==> src/hdl/pipeline_hazard_detector_unit_assert.svh <==
// Assertion macros shared by the hazard detector modules.
`ifndef PIPELINE_HAZARD_DETECTOR_UNIT_ASSERT_SVH
`define PIPELINE_HAZARD_DETECTOR_UNIT_ASSERT_SVH

// Checks that the consequent holds in the same cycle as the antecedent.
`define PHD_ASSERT_NOW(lbl, clk, rst_n, ante, cons) \
  lbl: assert property (@(posedge clk) disable iff (!(rst_n)) (ante) |-> (cons)) \
    else $error("hazard detector check failed");

// Checks that the consequent holds in the cycle after the antecedent.
`define PHD_ASSERT_NEXT(lbl, clk, rst_n, ante, cons) \
  lbl: assert property (@(posedge clk) disable iff (!(rst_n)) (ante) |=> (cons)) \
    else $error("hazard detector check failed");

`endif

==> src/hdl/phd_pkg.sv <==
// Shared types and constants of the pipeline hazard detector.
`timescale 1ns / 1ps
package phd_pkg;

  localparam int unsigned PROGRAM_SIZE_DEF = 4096;
  localparam int unsigned OUT_IDX_W        = 12;
  localparam int unsigned QUEUE_DEPTH      = 4;
  localparam logic [6:0]  LOAD_OPCODE      = 7'h03;

  typedef enum logic [2:0] {
    FMT_R     = 3'd0,
    FMT_I     = 3'd1,
    FMT_S     = 3'd2,
    FMT_B     = 3'd3,
    FMT_U     = 3'd4,
    FMT_J     = 3'd5,
    FMT_OTHER = 3'd6
  } fmt_e;

  typedef enum logic {
    KIND_DATA    = 1'b0,
    KIND_CONTROL = 1'b1
  } kind_e;

  typedef struct packed {
    logic       first_of_program;
    logic [2:0] format;
    logic [4:0] dest_reg;
    logic [4:0] src1_reg;
    logic [4:0] src2_reg;
    logic [6:0] major_opcode;
  } phd_in_t;

  typedef struct packed {
    logic                 hazard_kind;
    logic [OUT_IDX_W-1:0] at_index;
    logic [OUT_IDX_W-1:0] with_index;
    logic                 last_of_run;
  } phd_out_t;

  // Records owed by one instruction, listed in emission order.
  typedef struct packed {
    logic data1;  // data hazard on the previous instruction
    logic data2;  // data hazard on the one before it
    logic ctrl3;  // branch three instructions back
    logic ctrl2;  // branch two instructions back
    logic ctrl1;  // branch one instruction back
  } phd_mask_t;

endpackage

==> src/hdl/phd_front.sv <==
// Front end: accepts instructions, tracks history and classifies hazards.
`timescale 1ns / 1ps
module phd_front #(
  parameter int unsigned PROGRAM_SIZE = phd_pkg::PROGRAM_SIZE_DEF,
  localparam int unsigned IdxW = $clog2(PROGRAM_SIZE)
) (
  input  logic               clk_i,
  input  logic               rst_ni,
  input  logic               fwd_en_i,
  input  logic               in_valid_i,
  output logic               in_ready_o,
  input  phd_pkg::phd_in_t   in_data_i,
  input  logic               q_full_i,
  output logic               q_push_o,
  output phd_pkg::phd_mask_t q_mask_o,
  output logic [IdxW-1:0]    q_idx_o
);
  import phd_pkg::*;

  localparam logic [IdxW:0] PsW = (IdxW + 1)'(PROGRAM_SIZE);

  logic [4:0]      dest1_q, dest2_q, dest1_d, dest2_d;
  logic            load1_q, load2_q, load1_d, load2_d;
  logic            br1_q, br2_q, br3_q, br1_d, br2_d, br3_d;
  logic [IdxW-1:0] idx_q, idx_d;

  logic [4:0]      h_dest1, h_dest2;
  logic            h_load1, h_load2, h_br1, h_br2, h_br3;
  logic [IdxW-1:0] cur_idx;
  logic [IdxW:0]   idx_inc;
  logic [4:0]      s1, s2, dst;
  logic            hit1, hit2, accept;
  phd_mask_t       mask;

  assign in_ready_o = !q_full_i;
  assign accept     = in_valid_i && in_ready_o;

  // A new program sees an empty history and starts at index zero.
  always_comb begin
    if (in_data_i.first_of_program) begin
      h_dest1 = '0;
      h_dest2 = '0;
      h_load1 = 1'b0;
      h_load2 = 1'b0;
      h_br1   = 1'b0;
      h_br2   = 1'b0;
      h_br3   = 1'b0;
      cur_idx = '0;
    end else begin
      h_dest1 = dest1_q;
      h_dest2 = dest2_q;
      h_load1 = load1_q;
      h_load2 = load2_q;
      h_br1   = br1_q;
      h_br2   = br2_q;
      h_br3   = br3_q;
      cur_idx = idx_q;
    end
  end

  always_comb begin
    s1  = '0;
    s2  = '0;
    dst = '0;
    case (in_data_i.format)
      FMT_R: begin
        s1  = in_data_i.src1_reg;
        s2  = in_data_i.src2_reg;
        dst = in_data_i.dest_reg;
      end
      FMT_I: begin
        s1  = in_data_i.src1_reg;
        dst = in_data_i.dest_reg;
      end
      FMT_S, FMT_B: begin
        s1 = in_data_i.src1_reg;
        s2 = in_data_i.src2_reg;
      end
      FMT_U, FMT_J: begin
        dst = in_data_i.dest_reg;
      end
      default: begin
      end
    endcase
  end

  assign hit1 = (s1 != '0 && s1 == h_dest1) || (s2 != '0 && s2 == h_dest1);
  assign hit2 = (s1 != '0 && s1 == h_dest2) || (s2 != '0 && s2 == h_dest2);

  always_comb begin
    mask.data1 = hit1 && (!fwd_en_i || h_load1);
    mask.data2 = hit2 && (!fwd_en_i || h_load2);
    mask.ctrl3 = h_br3;
    mask.ctrl2 = h_br2;
    mask.ctrl1 = h_br1;
  end

  assign q_push_o = accept && (mask != '0);
  assign q_mask_o = mask;
  assign q_idx_o  = cur_idx;

  assign idx_inc = {1'b0, cur_idx} + (IdxW + 1)'(1);

  always_comb begin
    dest1_d = dest1_q;
    dest2_d = dest2_q;
    load1_d = load1_q;
    load2_d = load2_q;
    br1_d   = br1_q;
    br2_d   = br2_q;
    br3_d   = br3_q;
    idx_d   = idx_q;
    if (accept) begin
      dest2_d = h_dest1;
      load2_d = h_load1;
      dest1_d = dst;
      load1_d = (in_data_i.major_opcode == LOAD_OPCODE);
      br3_d   = h_br2;
      br2_d   = h_br1;
      br1_d   = (in_data_i.format == FMT_B);
      idx_d   = (idx_inc == PsW) ? '0 : idx_inc[IdxW-1:0];
    end
  end

  always_ff @(posedge clk_i or negedge rst_ni) begin
    if (!rst_ni) begin
      dest1_q <= '0;
      dest2_q <= '0;
      load1_q <= 1'b0;
      load2_q <= 1'b0;
      br1_q   <= 1'b0;
      br2_q   <= 1'b0;
      br3_q   <= 1'b0;
      idx_q   <= '0;
    end else begin
      dest1_q <= dest1_d;
      dest2_q <= dest2_d;
      load1_q <= load1_d;
      load2_q <= load2_d;
      br1_q   <= br1_d;
      br2_q   <= br2_d;
      br3_q   <= br3_d;
      idx_q   <= idx_d;
    end
  end

`include "pipeline_hazard_detector_unit_assert.svh"

  `PHD_ASSERT_NEXT(a_new_prog_idx, clk_i, rst_ni, accept && in_data_i.first_of_program, idx_q == IdxW'(1))
  `PHD_ASSERT_NOW(a_no_push_full, clk_i, rst_ni, q_push_o, !q_full_i)

endmodule

==> src/hdl/phd_queue.sv <==
// Small register queue between the front end and the record sequencer.
`timescale 1ns / 1ps
module phd_queue #(
  parameter int unsigned WIDTH = 8,
  parameter int unsigned DEPTH = phd_pkg::QUEUE_DEPTH,
  localparam int unsigned PtrW = $clog2(DEPTH)
) (
  input  logic             clk_i,
  input  logic             rst_ni,
  input  logic             push_i,
  input  logic [WIDTH-1:0] push_data_i,
  input  logic             pop_i,
  output logic [WIDTH-1:0] head_o,
  output logic             full_o,
  output logic             empty_o
);
  import phd_pkg::*;

  localparam logic [PtrW:0] DepthW = (PtrW + 1)'(DEPTH);

  logic [WIDTH-1:0] mem_q [DEPTH];
  logic [PtrW-1:0]  wr_q, wr_d, rd_q, rd_d;
  logic [PtrW:0]    cnt_q, cnt_d;
  logic             do_push, do_pop;

  assign full_o  = (cnt_q == DepthW);
  assign empty_o = (cnt_q == '0);
  assign head_o  = mem_q[rd_q];
  assign do_push = push_i && !full_o;
  assign do_pop  = pop_i && !empty_o;

  always_comb begin
    wr_d  = wr_q;
    rd_d  = rd_q;
    cnt_d = cnt_q;
    if (do_push) begin
      wr_d = (wr_q == PtrW'(DEPTH - 1)) ? '0 : wr_q + PtrW'(1);
    end
    if (do_pop) begin
      rd_d = (rd_q == PtrW'(DEPTH - 1)) ? '0 : rd_q + PtrW'(1);
    end
    if (do_push && !do_pop) begin
      cnt_d = cnt_q + (PtrW + 1)'(1);
    end else if (do_pop && !do_push) begin
      cnt_d = cnt_q - (PtrW + 1)'(1);
    end
  end

  always_ff @(posedge clk_i) begin
    if (do_push) begin
      mem_q[wr_q] <= push_data_i;
    end
  end

  always_ff @(posedge clk_i or negedge rst_ni) begin
    if (!rst_ni) begin
      wr_q  <= '0;
      rd_q  <= '0;
      cnt_q <= '0;
    end else begin
      wr_q  <= wr_d;
      rd_q  <= rd_d;
      cnt_q <= cnt_d;
    end
  end

`include "pipeline_hazard_detector_unit_assert.svh"

  `PHD_ASSERT_NOW(a_cnt_range, clk_i, rst_ni, 1'b1, cnt_q <= DepthW)
  `PHD_ASSERT_NEXT(a_cnt_track, clk_i, rst_ni, do_push && !do_pop, cnt_q == $past(cnt_q) + (PtrW + 1)'(1))

endmodule

==> src/hdl/phd_back.sv <==
// Back end: walks queued hazard masks, one record per cycle unless stalled.
`timescale 1ns / 1ps
module phd_back #(
  parameter int unsigned PROGRAM_SIZE = phd_pkg::PROGRAM_SIZE_DEF,
  localparam int unsigned IdxW = $clog2(PROGRAM_SIZE)
) (
  input  logic               clk_i,
  input  logic               rst_ni,
  input  phd_pkg::phd_mask_t q_mask_i,
  input  logic [IdxW-1:0]    q_idx_i,
  input  logic               q_empty_i,
  output logic               q_pop_o,
  output logic               out_valid_o,
  input  logic               out_ready_i,
  output phd_pkg::phd_out_t  out_data_o
);
  import phd_pkg::*;

  localparam logic [IdxW:0] PsW = (IdxW + 1)'(PROGRAM_SIZE);

  logic            work_valid_q, work_valid_d;
  phd_mask_t       rem_q, rem_d;
  logic [IdxW-1:0] widx_q, widx_d;
  logic            out_valid_q, out_valid_d;
  phd_out_t        out_q, out_d;

  phd_mask_t       pick, rest;
  logic [1:0]      back_dist;
  logic            kind, last, advance;
  logic [IdxW:0]   ext_idx, ext_dist, back_idx;
  logic [IdxW+OUT_IDX_W-1:0] at_x, with_x;

  // Lowest-numbered pending record goes first: data hazards nearest first,
  // then branches oldest first.
  always_comb begin
    pick      = '0;
    back_dist = 2'd1;
    kind      = KIND_DATA;
    if (rem_q.data1) begin
      pick.data1 = 1'b1;
      back_dist  = 2'd1;
    end else if (rem_q.data2) begin
      pick.data2 = 1'b1;
      back_dist  = 2'd2;
    end else if (rem_q.ctrl3) begin
      pick.ctrl3 = 1'b1;
      back_dist  = 2'd3;
      kind       = KIND_CONTROL;
    end else if (rem_q.ctrl2) begin
      pick.ctrl2 = 1'b1;
      back_dist  = 2'd2;
      kind       = KIND_CONTROL;
    end else begin
      pick.ctrl1 = 1'b1;
      back_dist  = 2'd1;
      kind       = KIND_CONTROL;
    end
  end

  assign rest = rem_q & ~pick;
  assign last = (rest == '0);

  // Index of the older instruction, wrapping at the program size.
  assign ext_idx  = {1'b0, widx_q};
  assign ext_dist = (IdxW + 1)'(back_dist);
  assign back_idx = (ext_idx < ext_dist) ? ext_idx + PsW - ext_dist : ext_idx - ext_dist;
  assign at_x     = (IdxW + OUT_IDX_W)'(widx_q);
  assign with_x   = (IdxW + OUT_IDX_W)'(back_idx[IdxW-1:0]);

  assign advance = !out_valid_q || out_ready_i;
  assign q_pop_o = !q_empty_i && (!work_valid_q || (advance && last));

  always_comb begin
    work_valid_d = work_valid_q;
    rem_d        = rem_q;
    widx_d       = widx_q;
    out_valid_d  = out_valid_q;
    out_d        = out_q;
    if (advance) begin
      out_valid_d = work_valid_q;
      if (work_valid_q) begin
        out_d.hazard_kind = kind;
        out_d.at_index    = at_x[OUT_IDX_W-1:0];
        out_d.with_index  = with_x[OUT_IDX_W-1:0];
        out_d.last_of_run = last;
        rem_d             = rest;
        work_valid_d      = !last;
      end
    end
    if (q_pop_o) begin
      work_valid_d = 1'b1;
      rem_d        = q_mask_i;
      widx_d       = q_idx_i;
    end
  end

  always_ff @(posedge clk_i or negedge rst_ni) begin
    if (!rst_ni) begin
      work_valid_q <= 1'b0;
      out_valid_q  <= 1'b0;
    end else begin
      work_valid_q <= work_valid_d;
      out_valid_q  <= out_valid_d;
    end
  end

  always_ff @(posedge clk_i) begin
    rem_q  <= rem_d;
    widx_q <= widx_d;
    out_q  <= out_d;
  end

  assign out_valid_o = out_valid_q;
  assign out_data_o  = out_q;

`include "pipeline_hazard_detector_unit_assert.svh"

  `PHD_ASSERT_NOW(a_work_nonempty, clk_i, rst_ni, work_valid_q, rem_q != '0)
  `PHD_ASSERT_NOW(a_data_distinct, clk_i, rst_ni, out_valid_q && out_q.hazard_kind == KIND_DATA, out_q.at_index != out_q.with_index || PROGRAM_SIZE > 4096)

endmodule

==> src/hdl/pipeline_hazard_detector_unit.sv <==
// Top level of the pipeline hazard detector: front end, queue, back end, register.
`timescale 1ns / 1ps
//
// Channel   Direction  Handshake             Payload
// -------   ---------  --------------------  --------------------------------
// in        input      in_valid_i/in_ready_o in_data_i  (phd_pkg::phd_in_t)
// out       output     out_valid_o/out_ready_i out_data_o (phd_pkg::phd_out_t)
// config    input      APB psel/penable      paddr, pwdata, prdata (one register)
//
// The front end classifies an instruction in the cycle its transfer completes and
// can take a new one every cycle while the hazard queue has room.
// The back end emits one record per cycle while the output is not stalled, so an
// instruction with n records takes n output slots; ones with none never reach it.
// Sustained rate is one instruction per cycle while the output is not stalled and
// instructions average at most one record each, a bound set by the back end's rate.
// Reset clears the history, the index, the queue and the forwarding register.
// A stalled output holds its record while the queue absorbs up to four more
// record-causing instructions before in_ready_o drops.
module pipeline_hazard_detector_unit #(
  parameter int unsigned PROGRAM_SIZE = phd_pkg::PROGRAM_SIZE_DEF
) (
  input  logic              clk_i,
  input  logic              rst_ni,
  input  logic              in_valid_i,
  output logic              in_ready_o,
  input  phd_pkg::phd_in_t  in_data_i,
  output logic              out_valid_o,
  input  logic              out_ready_i,
  output phd_pkg::phd_out_t out_data_o,
  input  logic              psel,
  input  logic              penable,
  input  logic              pwrite,
  input  logic [2:0]        paddr,
  input  logic [31:0]       pwdata,
  output logic [31:0]       prdata,
  output logic              pready
);
  import phd_pkg::*;

  localparam int unsigned IdxW  = $clog2(PROGRAM_SIZE);
  localparam int unsigned JobW  = $bits(phd_mask_t) + IdxW;

  // The only register sits at word index zero; other addresses are ignored.
  localparam logic REG_FWD_EN = 1'b0;

  logic            fwd_en_q, fwd_en_d;
  logic            cfg_wr;

  logic            q_push, q_pop, q_full, q_empty;
  phd_mask_t       f_mask, b_mask;
  logic [IdxW-1:0] f_idx, b_idx;
  logic [JobW-1:0] q_head;

  assign pready = 1'b1;
  assign cfg_wr = psel && penable && pwrite && (paddr[2] == REG_FWD_EN);
  assign prdata = (paddr[2] == REG_FWD_EN) ? {31'b0, fwd_en_q} : 32'b0;

  always_comb begin
    fwd_en_d = fwd_en_q;
    if (cfg_wr) begin
      fwd_en_d = pwdata[0];
    end
  end

  always_ff @(posedge clk_i or negedge rst_ni) begin
    if (!rst_ni) begin
      fwd_en_q <= 1'b0;
    end else begin
      fwd_en_q <= fwd_en_d;
    end
  end

  // The front end pushes a hazard mask and the instruction index for every
  // instruction that causes at least one record.
  phd_front #(
    .PROGRAM_SIZE(PROGRAM_SIZE)
  ) u_front (
    .clk_i     (clk_i),
    .rst_ni    (rst_ni),
    .fwd_en_i  (fwd_en_q),
    .in_valid_i(in_valid_i),
    .in_ready_o(in_ready_o),
    .in_data_i (in_data_i),
    .q_full_i  (q_full),
    .q_push_o  (q_push),
    .q_mask_o  (f_mask),
    .q_idx_o   (f_idx)
  );

  phd_queue #(
    .WIDTH(JobW),
    .DEPTH(QUEUE_DEPTH)
  ) u_queue (
    .clk_i      (clk_i),
    .rst_ni     (rst_ni),
    .push_i     (q_push),
    .push_data_i({f_mask, f_idx}),
    .pop_i      (q_pop),
    .head_o     (q_head),
    .full_o     (q_full),
    .empty_o    (q_empty)
  );

  assign b_mask = q_head[JobW-1:IdxW];
  assign b_idx  = q_head[IdxW-1:0];

  // The back end turns each mask into its run of records, ending the run with
  // the last-of-run flag.
  phd_back #(
    .PROGRAM_SIZE(PROGRAM_SIZE)
  ) u_back (
    .clk_i      (clk_i),
    .rst_ni     (rst_ni),
    .q_mask_i   (b_mask),
    .q_idx_i    (b_idx),
    .q_empty_i  (q_empty),
    .q_pop_o    (q_pop),
    .out_valid_o(out_valid_o),
    .out_ready_i(out_ready_i),
    .out_data_o (out_data_o)
  );

endmodule
==> config.mk <==
export PLATFORM = sky130hd
export DESIGN_NAME = pipeline_hazard_detector_unit
export DESIGN_NICKNAME = d
export VERILOG_FILES = /design/src/hdl/phd_pkg.sv /design/src/hdl/phd_front.sv /design/src/hdl/phd_queue.sv /design/src/hdl/phd_back.sv /design/src/hdl/pipeline_hazard_detector_unit.sv
export VERILOG_INCLUDE_DIRS = /design/src /design/src/hdl
export SDC_FILE = /design/constraint.sdc
export NUM_CORES = 1
export LEC_CHECK = 0
export ABC_AREA = 1
export BUFFER_PORTS_ARGS = -buffer_cell sky130_fd_sc_hd__buf_2
export CAP_MARGIN = 20
export CORE_ASPECT_RATIO = 2
export CORE_MARGIN = 5
export CORE_UTILIZATION = 55
export CTS_CLUSTER_DIAMETER = 150
export CTS_CLUSTER_SIZE = 25
export DETAILED_ROUTE_END_ITERATION = 8
export MAX_ROUTING_LAYER = met4
export PLACE_DENSITY_LB_ADDON = 0.12
export SYNTH_ARGS = -nofsm -noshare
export SYNTH_HDL_FRONTEND = slang
export SYNTH_HIERARCHICAL = 1
export SYNTH_SLANG_ARGS = --single-unit
==> constraint.sdc <==
create_clock -name clk_i -period 4.6 [get_ports clk_i]
set_input_delay 0.23 -clock clk_i [delete_from_list [all_inputs] [get_ports clk_i]]
set_output_delay 0.23 -clock clk_i [all_outputs]
set_load 0.01 [all_outputs]
# Word-level counts from Yosys, hierarchy flattened
# Memories as Yosys holds them, arrays and structs flattened.
# Cells that the tools add are included.
[totals]
regBits = 80
latchBits = 0
ram_bits = 68
romBits = 0
in_bits = 68
out_inout_bits = 61
word_cells = 135
mem_count = 1
[classes]
addsub = 8
multipliers = 0
div = 0
magnitude_cmp = 1
n_eq_ne = 14
shifts = 0
n_mux = 39
bitwise_logic = 3
reduce_logical = 45
[mem_list]
columns = ["name", "depth", "width", "rd", "rd_ports_with_merged_regs", "wr", "line_no", "source"]
rows = [
  ["u_queue.mem_q", 4, 17, 1, 0, 1, "phd_queue.sv:21", "logic [WIDTH-1:0] mem_q [DEPTH];"],
]
[op_table]
columns = ["operator", "count"]
rows = [
  ["$mux 5", 8],
  ["$mux 12", 3],
  ["$sub 12x2->12", 2],
  ["$eq 5x5->1", 4],
  ["$logic_and 1x1->1", 17],
  ["$mux 1", 17],
  ["$reduce_bool 5->1", 3],
  ["$mux 2", 7],
  ["$add 12x1->13 const B", 1],
  ["$eq 13x13->1 const B", 1],
  ["$add 12x1->12 const B", 1],
  ["$lt 12x2->1", 1],
  ["$eq 3x3->1 const B", 3],
  ["$mux 3", 3],
  ["$logic_not 1->1", 8],
  ["$reduce_or 4->1", 2],
  ["$eq 7x2->1 const B", 1],
  ["$eq 3x2->1 const B", 2],
  ["$logic_not 3->1", 2],
  ["$logic_or 1x1->1", 6],
  ["$reduce_bool 2->1", 3],
  ["$and 5x5->5", 1],
  ["$logic_not 5->1", 1],
  ["$not 5->5", 1],
  ["other kinds (9)", 12],
]

# Logic depth before layout (Yosys ltp)
# Gate-level depths: netlist of the first run.
[logic_depth]
word_depth = 14
mapped_depth = 24
mapped_depth_nobuf = 24

# Modules after synthesis
# The synthesis of the first run kept the hierarchy.
[by_module_without_submodules]
columns = ["mod", "n_inst", "cells_per_inst", "area_per_inst_um2", "seq_area_each_um2"]
rows = [
  ["phd_queue", 1, 259, 3213.1, 2217.1],
  ["phd_front", 1, 286, 2004.4, 675.6],
  ["phd_back", 1, 137, 1859.3, 1341.3],
  ["pipeline_hazard_detector_unit", 1, 45, 314.1, 25.0],
]

# Worst setup path after synthesis of the first run
# Ideal clock, no wire load.
[synth_path]
path_kind = "register to register"
startpoint = "register u_queue.cnt_q[0]"
endpoint = "memory u_queue/mem_q[0][0] (netlist bit) (enable)"
setup_time_ns = 0.391
t_arrival_ns = 2.117
required_ns = 4.209
slack_ns = 2.093
path_stages_with_launch = 12
path_buffers = 1
period_less_slack_ns = 2.507
path_cell_list = "dfrtp_1 > inv_1 > nand3_1 > inv_1 > inv_1 > nand2_1 > inv_1 > buf_2 > nand2_1 > inv_1 > nand2_1 > nor2_1"
[synth_via]
elab_chain_cells = 7
[synth_lines]
columns = ["element", "line_no", "source"]
rows = [
  ["start: declaration", "phd_queue.sv:23", "logic [PtrW:0] cnt_q, cnt_d;"],
  ["start signal: assignment", "phd_queue.sv:63", "cnt_q <= cnt_d;"],
  ["$eq 3x3->1", "phd_queue.sv:26", "assign full_o = (cnt_q == DepthW);"],
  ["net q_full", "pipeline_hazard_detector_unit.sv:49", "logic q_push, q_pop, q_full, q_empty;"],
  ["$logic_not 1->1", "phd_front.sv:35", "assign in_ready_o = !q_full_i;"],
  ["net in_ready_o", "pipeline_hazard_detector_unit.sv:25", "output logic in_ready_o,"],
  ["$logic_and 1x1->1", "phd_front.sv:36", "assign accept = in_valid_i && in_ready_o;"],
  ["$logic_and 1x1->1", "phd_front.sv:98", "assign q_push_o = accept && (mask != '0);"],
  ["net q_push", "pipeline_hazard_detector_unit.sv:49", ""],
  ["$logic_and 1x1->1", "phd_queue.sv:29", "assign do_push = push_i && !full_o;"],
  ["$mux 1", "phd_queue.sv:50", "if (do_push) begin"],
  ["$mux 1 (implied by the code)", "phd_queue.sv:51", "mem_q[wr_q] <= push_data_i;"],
  ["end: declaration", "phd_queue.sv:21", ""],
]
# The timed path passes the listed nets, and every way through them passes these cells.

# Final worst setup path of the first run
[layout_path]
startpoint = "register u_queue.cnt_q[1]"
endpoint = "register u_queue.cnt_q[1]"
[layout_via]
elab_cells_between_ends = 18
cone_classes = "add/sub: 2; eq/ne: 1; mux: 2; reduce/logical: 13"
[layout_lines]
columns = ["element", "line_no", "source"]
rows = [
  ["$eq 3x3->1", "phd_queue.sv:26", ""],
  ["net q_full", "pipeline_hazard_detector_unit.sv:49", ""],
  ["$logic_not 1->1", "phd_front.sv:35", ""],
  ["$logic_and 1x1->1", "phd_front.sv:36", ""],
  ["$logic_and 1x1->1", "phd_front.sv:98", ""],
  ["net q_push", "pipeline_hazard_detector_unit.sv:49", ""],
  ["$logic_and 1x1->1", "phd_queue.sv:29", ""],
  ["net u_queue.do_push", "phd_queue.sv:24", "logic do_push, do_pop;"],
  ["$logic_and 1x1->1", "phd_queue.sv:42", "if (do_push && !do_pop) begin"],
  ["$mux 3", "phd_queue.sv:42", ""],
  ["net u_queue.cnt_d[1]", "phd_queue.sv:23", ""],
]
# The timed path passes the listed nets, and every way through them passes these cells. The select of a mux whose other input is x is not followed.
# A chain may end at the register's enable or synchronous reset.

==> metrics.cfg, run 1 <==
[outcome]
outcome=complete, no violations

[timing]
tightest_slew_ns=0.865
time_the_worst_path_needs_with_i_o_delays_and_setup_ns=2.92
setup_tns_ns=0
relSlewSlack_pct=42.3
hold_violations=0
max_transition_viols_final=0
setup_repair_after_global_routing_missed_its_margin=false
finalSetupViolCount=0
final.hold.worst_slack_ns=0.0507
achievable-frequency_mhz=342
clock_skew_ns=0.0138
final.period_utilization_pct=63.6

[power_and_ir_drop]
power.static_leakage_nw=3.70
fin_total_pwr_mw=4.66
vdd_drop_max_v=0.000281
cellPowerDensity_mw_per_mm2=565

[floorplan]
floorplan.die_area_mm2=0.0160
die_w_um=92.0
top_level_pins=129
placeable_core_region_mm2=0.0134
die_h_um=174
initial_utilization_pct=55.3
floorplan.rows=60

[critical_path]
crit_path_frequent_cell=inv_1
kind_of_start_point_of_the_critical_path=flop
critical_path.reg2reg.endpoint=u_queue/cnt_q[1]$_DFFE_PN0P_
path_class=reg -> reg
critPathMaxStageDelay_ns=0.61
worst-path-max-fanout=27
r2r_setup_slack_ns=1.68
timing.critical_path.arrival_ns=3.22
rr_startpoint=u_queue/cnt_q[1]$_DFFE_PN0P_
worst-endpoint-required_ns=4.90
ff2ff_path_depth=15
worstPathCellList=inv_1 > nand3_1 > inv_1 > inv_1 > nand2_1 > inv_1 > nand2_1 > inv_1 > nand2_1 > inv_1 > ha_1 > inv_1 > fa_1 > nand2_1 > o21ai_0
crit_slowest_cell=nand2_1
critPathCaptureType=flop

[logic_synthesis]
ys_seq_area_share_pct=57.6
synth.distinct_cells=41
synthesis.instances=727
mappedNetlistArea_mm2=0.00739
fraction_of_registers_with_async_set_reset_pct=25.0
synth_flop_cell=edfxtp_1
synth.ff_latch_count=148
yosysWarningCount=6
synth_edf_count=111
synth.avg_cell_area_um2=10.2

[detailed_routing]
vias_after_detailed_routing=4894
1st_pass_router_iterations=5
antenna_left=0
route.detailed.vias_per_inst=5.09
drc=0
drt-initial-drc-count=245
wire_per_inst_um=13.7
totalWireLength_um=13100

[min_path]
min_to=fwd_en_q$_DFFE_PN0P_
min-delay-path-class=in -> reg
hold_start=pwdata[0]
timing.hold.worst_path_depth=3

[clock_network]
tritoncts=done
cts.hold.buffers_added=3
ctsLongestPathBuffers=2
worst_skew_pair.late_latency_ns=0.42
clock_tree.root_cell=clkbuf_16
count_of_cells_resized_by_post_cts_repair=0
clock_pin_slew_on_the_worst_setup_and_hold_paths_ns=0.07
htree_num_levels=4
postCtsSetupRepairBufs=0
numClockSinks=148
cts_buffers=17

[finish]
post_route_cells_drive_above_1_share_pct=18.2
stdcell_count=962
net_total_in_the_final_layout=873
fillCellCount=1095
diodes=0
final_common_cell=nand2_1
final_cell_mix=nand2_1 (164), inv_1 (117), edfxtp_1 (111)
area_growth_syn_to_layout_pct=11.5

[placement]
placedCellCount=926
io_buffer_count=63
finalWeightedCongestion=0.892
dp.final_hpwl_um=9530

[global_route]
grt_antenna_before_repair=0
grt_pass1_wl_um=21800
grt_overflow_total=0
vias_in_the_first_global_route=4852
groute.usage.overall_pct=17.8
largest_net_degree_at_the_start_of_global_routing=72

[job]
cap_violations=0

[worst max-delay path by stage]
stage / startpoint / end / slack [ns] / cells past startpoint
after floorplan: u_queue/cnt_q[0]$_DFFE_PN0P_ / u_queue/mem_q[0][0]$_DFFE_PP_ / 2.09 / 11
after global placement: in_data_i[25] / u_queue/cnt_q[2]$_DFFE_PN0P_ / 1.38 / 22
after detailed placement: in_data_i[25] / u_queue/cnt_q[2]$_DFFE_PN0P_ / 1.24 / 22
after CTS: u_queue/cnt_q[1]$_DFFE_PN0P_ / u_queue/cnt_q[1]$_DFFE_PN0P_ / 1.63 / 15
after global routing: u_queue/cnt_q[0]$_DFFE_PN0P_ / u_queue/cnt_q[2]$_DFFE_PN0P_ / 1.30 / 17
final: u_queue/cnt_q[1]$_DFFE_PN0P_ / u_queue/cnt_q[1]$_DFFE_PN0P_ / 1.68 / 15
[power by group]
group	leakage [nW]	switching [mW]	internal, mW
Combinational	1.88	0.821	0.460
Clock	0.282	0.565	0.767
Sequential	1.53	0.195	1.85
Total	3.70	1.58	3.07
[critical path: cells and delay by family, from the launching register on]
kind	cells	cell delay (ns)
flip-flops	1	0.41
adder cells (fa/ha/maj)	2	0.62
AO/OA/AOI/OAI	1	0.07
buffers and inverters	7	0.59
AND/OR/NAND/NOR	5	1.12
[sequential cells by signal, summed over array words and instances, names as in the netlist, 3 cells and up]
| name | cells |
|---|---|
| u_queue/mem_q | 68 |
| u_back/out_data_o | 26 |
| u_back/widx_q | 12 |
| u_front/idx_q | 12 |
| u_back/rem_q | 5 |
| u_front/dest1_q | 5 |
| u_front/dest2_q | 5 |
| u_queue/cnt_q | 3 |
[cells by family (layout without fill, tap and decap cells)]
group | count (synthesis) | after routing | share of synthesized area (%)
other cells | 2 | 32 | 0.102
fa+ha+maj | 11 | 11 | 2.07
flops | 148 | 148 | 57.6
buf+inv | 181 | 231 | 12.7
simple gates | 282 | 282 | 17.6
xor+xnor | 23 | 23 | 2.73
compound gates | 80 | 80 | 7.13
[area by class of cell]
class                   count  area [um^2]  area share, %
multi-input cells         428         2300           28.0
clock buffers              17          425           5.16
flip-flops and latches    148         4260           51.7
clock inverters            15          158           1.91
repair buffers             73          410           4.98
inverters                 126          492           5.96
well taps                 155          194           2.35
[cells in the mapped netlist (3+ instances only)]
| cell type | count | share of area, % |
|---|---|---|
| a21oi_2 | 3 | 0.36 |
| buf_2 | 3 | 0.20 |
| buf_4 | 37 | 3.8 |
| buf_6 | 12 | 1.8 |
| dfrtp_1 | 37 | 13 |
| edfxtp_1 | 111 | 45 |
| ha_1 | 9 | 1.5 |
| inv_1 | 117 | 5.9 |
| inv_2 | 4 | 0.20 |
| nand2_1 | 164 | 8.3 |
| nand2_2 | 5 | 0.42 |
| nand3_1 | 40 | 2.7 |
| nand3_2 | 3 | 0.41 |
| nand4_1 | 7 | 0.59 |
| nor2_1 | 37 | 1.9 |
| nor2_2 | 8 | 0.68 |
| nor2_4 | 8 | 1.2 |
| nor3_1 | 3 | 0.20 |
| o211ai_1 | 33 | 3.4 |
| o21ai_0 | 25 | 1.7 |
| o21ai_1 | 8 | 0.54 |
| o22ai_1 | 3 | 0.25 |
| xnor2_1 | 12 | 1.4 |
| xor2_1 | 11 | 1.3 |
[routing by layer]
| layer | share of wire, % | wire length (um) | track usage [%] |
|---|---|---|---|
| met1 | 35 | 4550 | 16.5 |
| met5 | 0 | 0 | - |
| met3 | 4.4 | 574 | 3.72 |
| met2 | 58 | 7680 | 34.0 |
| met4 | 2.5 | 331 | 8.00 |
[per-stage QoR]
stage / setup WS [ns] / area [um^2] / util (%)
after floorplan: 2.09 / 7500 / -
after global placement: 1.38 / 7610 / 57.0
after detailed placement: 1.24 / 7610 / 57.0
after CTS: 1.63 / 8220 / 61.5
after global routing: 1.30 / 8240 / 61.7
final: 1.68 / 8240 / 61.7
Note: power is estimated with default switching activity, not from simulation.
==> run 2: changes to the inputs <==
==> constraint.sdc (replaced) <==
create_clock -name clk_i -period 2.7 [get_ports clk_i]
set_input_delay 0.135 -clock clk_i [delete_from_list [all_inputs] [get_ports clk_i]]
set_output_delay 0.135 -clock clk_i [all_outputs]
set_load 0.01 [all_outputs]
==> run 2 against run 1 <==
Against the previous run: sequential cell count unchanged; hold slack got worse by 0.027 ns; critical path depth increased by 4; first-iteration DRC count decreased by 29%; critical path type unchanged; critical endpoint is now u_queue/cnt_q[2]$_DFFE_PN0P_; highest routed layer unchanged.
==> metrics.cfg, run 2 (same netlist as run 1, synthesis figures left out) <==
[outcome]
outcome=complete, no violations

[critical_path]
path_class=reg -> reg
worst-path-max-fanout=3  ; -89%
kind_of_start_point_of_the_critical_path=flop
timing.critical_path.arrival_ns=2.73  ; -0.49 ns
startpoint=u_front/dest1_q[4]$_DFFE_PN0P_
worst-endpoint-required_ns=3.00  ; -1.90 ns
rr_startpoint=u_front/dest1_q[4]$_DFFE_PN0P_
critPathCaptureType=flop

[detailed_routing]
route.detailed.vias_per_inst=5.05  ; -0.83%
wire_per_inst_um=13.5  ; -0.91%
drc=0  ; unchanged
vias_after_detailed_routing=4929  ; +0.72%
drt-initial-drc-count=173  ; -29%
antenna_left=0  ; unchanged
totalWireLength_um=13200  ; +0.64%
1st_pass_router_iterations=7  ; +2

[floorplan]
placeable_core_region_mm2=0.0134  ; unchanged
floorplan.rows=60  ; unchanged
initial_utilization_pct=55.3  ; unchanged
die_w_um=92.0  ; unchanged
top_level_pins=129  ; unchanged
die_h_um=174  ; unchanged
floorplan.die_area_mm2=0.0160  ; unchanged

[placement]
finalWeightedCongestion=0.901  ; +0.95%
io_buffer_count=63  ; unchanged
dp.final_hpwl_um=9770  ; +2.4%

[finish]
area_growth_syn_to_layout_pct=14.6
final_common_cell=nand2_1
diodes=0  ; unchanged
registers.top_by_ff_count=u_queue/mem_q
max_reg_flops=68  ; unchanged
final_cell_mix=nand2_1 (164), inv_1 (117), edfxtp_1 (111)
post_route_cells_drive_above_1_share_pct=19.0  ; +0.76 points
net_total_in_the_final_layout=888  ; +1.7%

[clock_network]
numClockSinks=148  ; unchanged
clock_pin_slew_on_the_worst_setup_and_hold_paths_ns=0.06  ; about the same
ctsLongestPathBuffers=2  ; unchanged
tritoncts=done
cts_buffers=17  ; unchanged
clock_tree.root_cell=clkbuf_16
worst_skew_pair.late_latency_ns=0.41  ; about the same
htree_num_levels=4  ; unchanged

[power_and_ir_drop]
cellPowerDensity_mw_per_mm2=957  ; +70%
power.static_leakage_nw=3.78  ; +2.3%
vdd_drop_max_v=0.000456  ; +62%

[timing]
clock_skew_ns=0.0103  ; -0.00355 ns
time_the_worst_path_needs_with_i_o_delays_and_setup_ns=2.43  ; -0.494 ns
tightest_slew_ns=0.852  ; -0.0128 ns
hold_violations=0  ; unchanged
achievable-frequency_mhz=412  ; +20%
finalSetupViolCount=0  ; unchanged
setup_tns_ns=0  ; unchanged
setup_repair_after_global_routing_missed_its_margin=false
final.period_utilization_pct=90.0  ; +26 points
relSlewSlack_pct=43.2  ; +0.86 points
final.hold.worst_slack_ns=0.0239  ; -0.0267 ns
max_transition_viols_final=0  ; unchanged

[min_path]
hold_start=out_ready_i
min-delay-path-class=in -> reg

[global_route]
largest_net_degree_at_the_start_of_global_routing=45  ; -38%
vias_in_the_first_global_route=4885  ; +0.68%
grt_overflow_total=0  ; unchanged
grt_antenna_before_repair=0  ; unchanged
groute.usage.overall_pct=18.1  ; +0.26 points
grt_pass1_wl_um=22100  ; +1.0%

[job]
cap_violations=0  ; unchanged

-- run 2: cell count changes in the layout (fill, tap and decap cells not counted), sizes merged --
cell,previous run,this run
bufinv,2,4
buf,70,77
clkinvlp,2,3
clkinv,5,7
inv,132,127
dlygate4sd3,3,11
-- run 2: worst paths after layout --
check	endpoint	slack, ns	depth (start not counted)
setup / recovery	u_queue/cnt_q[2]$_DFFE_PN0P_	0.27	19
hold / removal	u_back/out_valid_o$_DFFE_PN0P_	0.02	4
setup reg to reg	u_queue/cnt_q[2]$_DFFE_PN0P_	0.27	19
hold reg to reg	u_back/out_data_o[13]$_DFFE_PP_	0.46	0
max in group asynchronous	u_queue/rd_q[0]$_DFFE_PN0P_	1.73	2
min in group asynchronous	u_front/idx_q[9]$_DFFE_PN0P_	0.36	2
-- run 2: metal layers --
layer | vias to the layer above | part of all wire, % | GRT usage, %
met5 | - | 0 | -
met4 | 0 | 3.0 | 8.62
met3 | 32 | 3.6 | 3.33
met2 | 123 | 59 | 34.8
met1 | 2313 | 35 | 16.5
li1 | 2461 | - | -
-- run 2: area by class of cell --
class	instances	area [um^2]
clock buffer	17	425
clock inverter	15	179
fill	1086	4890
sequential	148	4260
multi-input combinational	428	2330
tap	155	194
timing repair buffer	88	593
inverter	126	492
-- run 2: metrics by stage --
step	cell area (um^2)	setup slack (ns)	std cells	power [mW]	util, %
floorplan	7500	0.193	757	5.24	-
global placement	7730	0.167	934	5.67	57.9
CTS	8450	0.0797	977	8.19	63.2
global route	8470	0.0387	977	8.66	63.4
finish	8470	0.271	977	8.11	63.4
detailed placement	7730	0.0471	934	5.81	57.9
-- run 2: critical path: stages (launching register included) --
cell     delay, ns
dfrtp_1       0.36
inv_1         0.10
nor2_4        0.06
xnor2_1       0.14
nor3_2        0.21
nand2_1       0.08
nand2_1       0.09
nand2_1       0.07
nand3_1       0.07
nand2_1       0.05
inv_1         0.09
nand2_1       0.08
inv_1         0.07
ha_1          0.15
inv_1         0.06
fa_2          0.34
nand2_1       0.10
nand3_1       0.08
nand2_1       0.07
nand2_1       0.05
-- run 2: repair_timing --
action,4_1_cts,5_1_grt
endpoints found under the setup margin,0,2
gates resized for setup,0,6
hold buffers,11,0
setup buffers,0,0
endpoints found under the hold margin,45,0
-- run 2: power by group --
group	switching [mW]	internal (mW)	leakage, nW
registers	0.290	3.15	1.53
logic	1.46	0.855	1.96
clock network	0.895	1.46	0.288
total	2.65	5.46	3.78
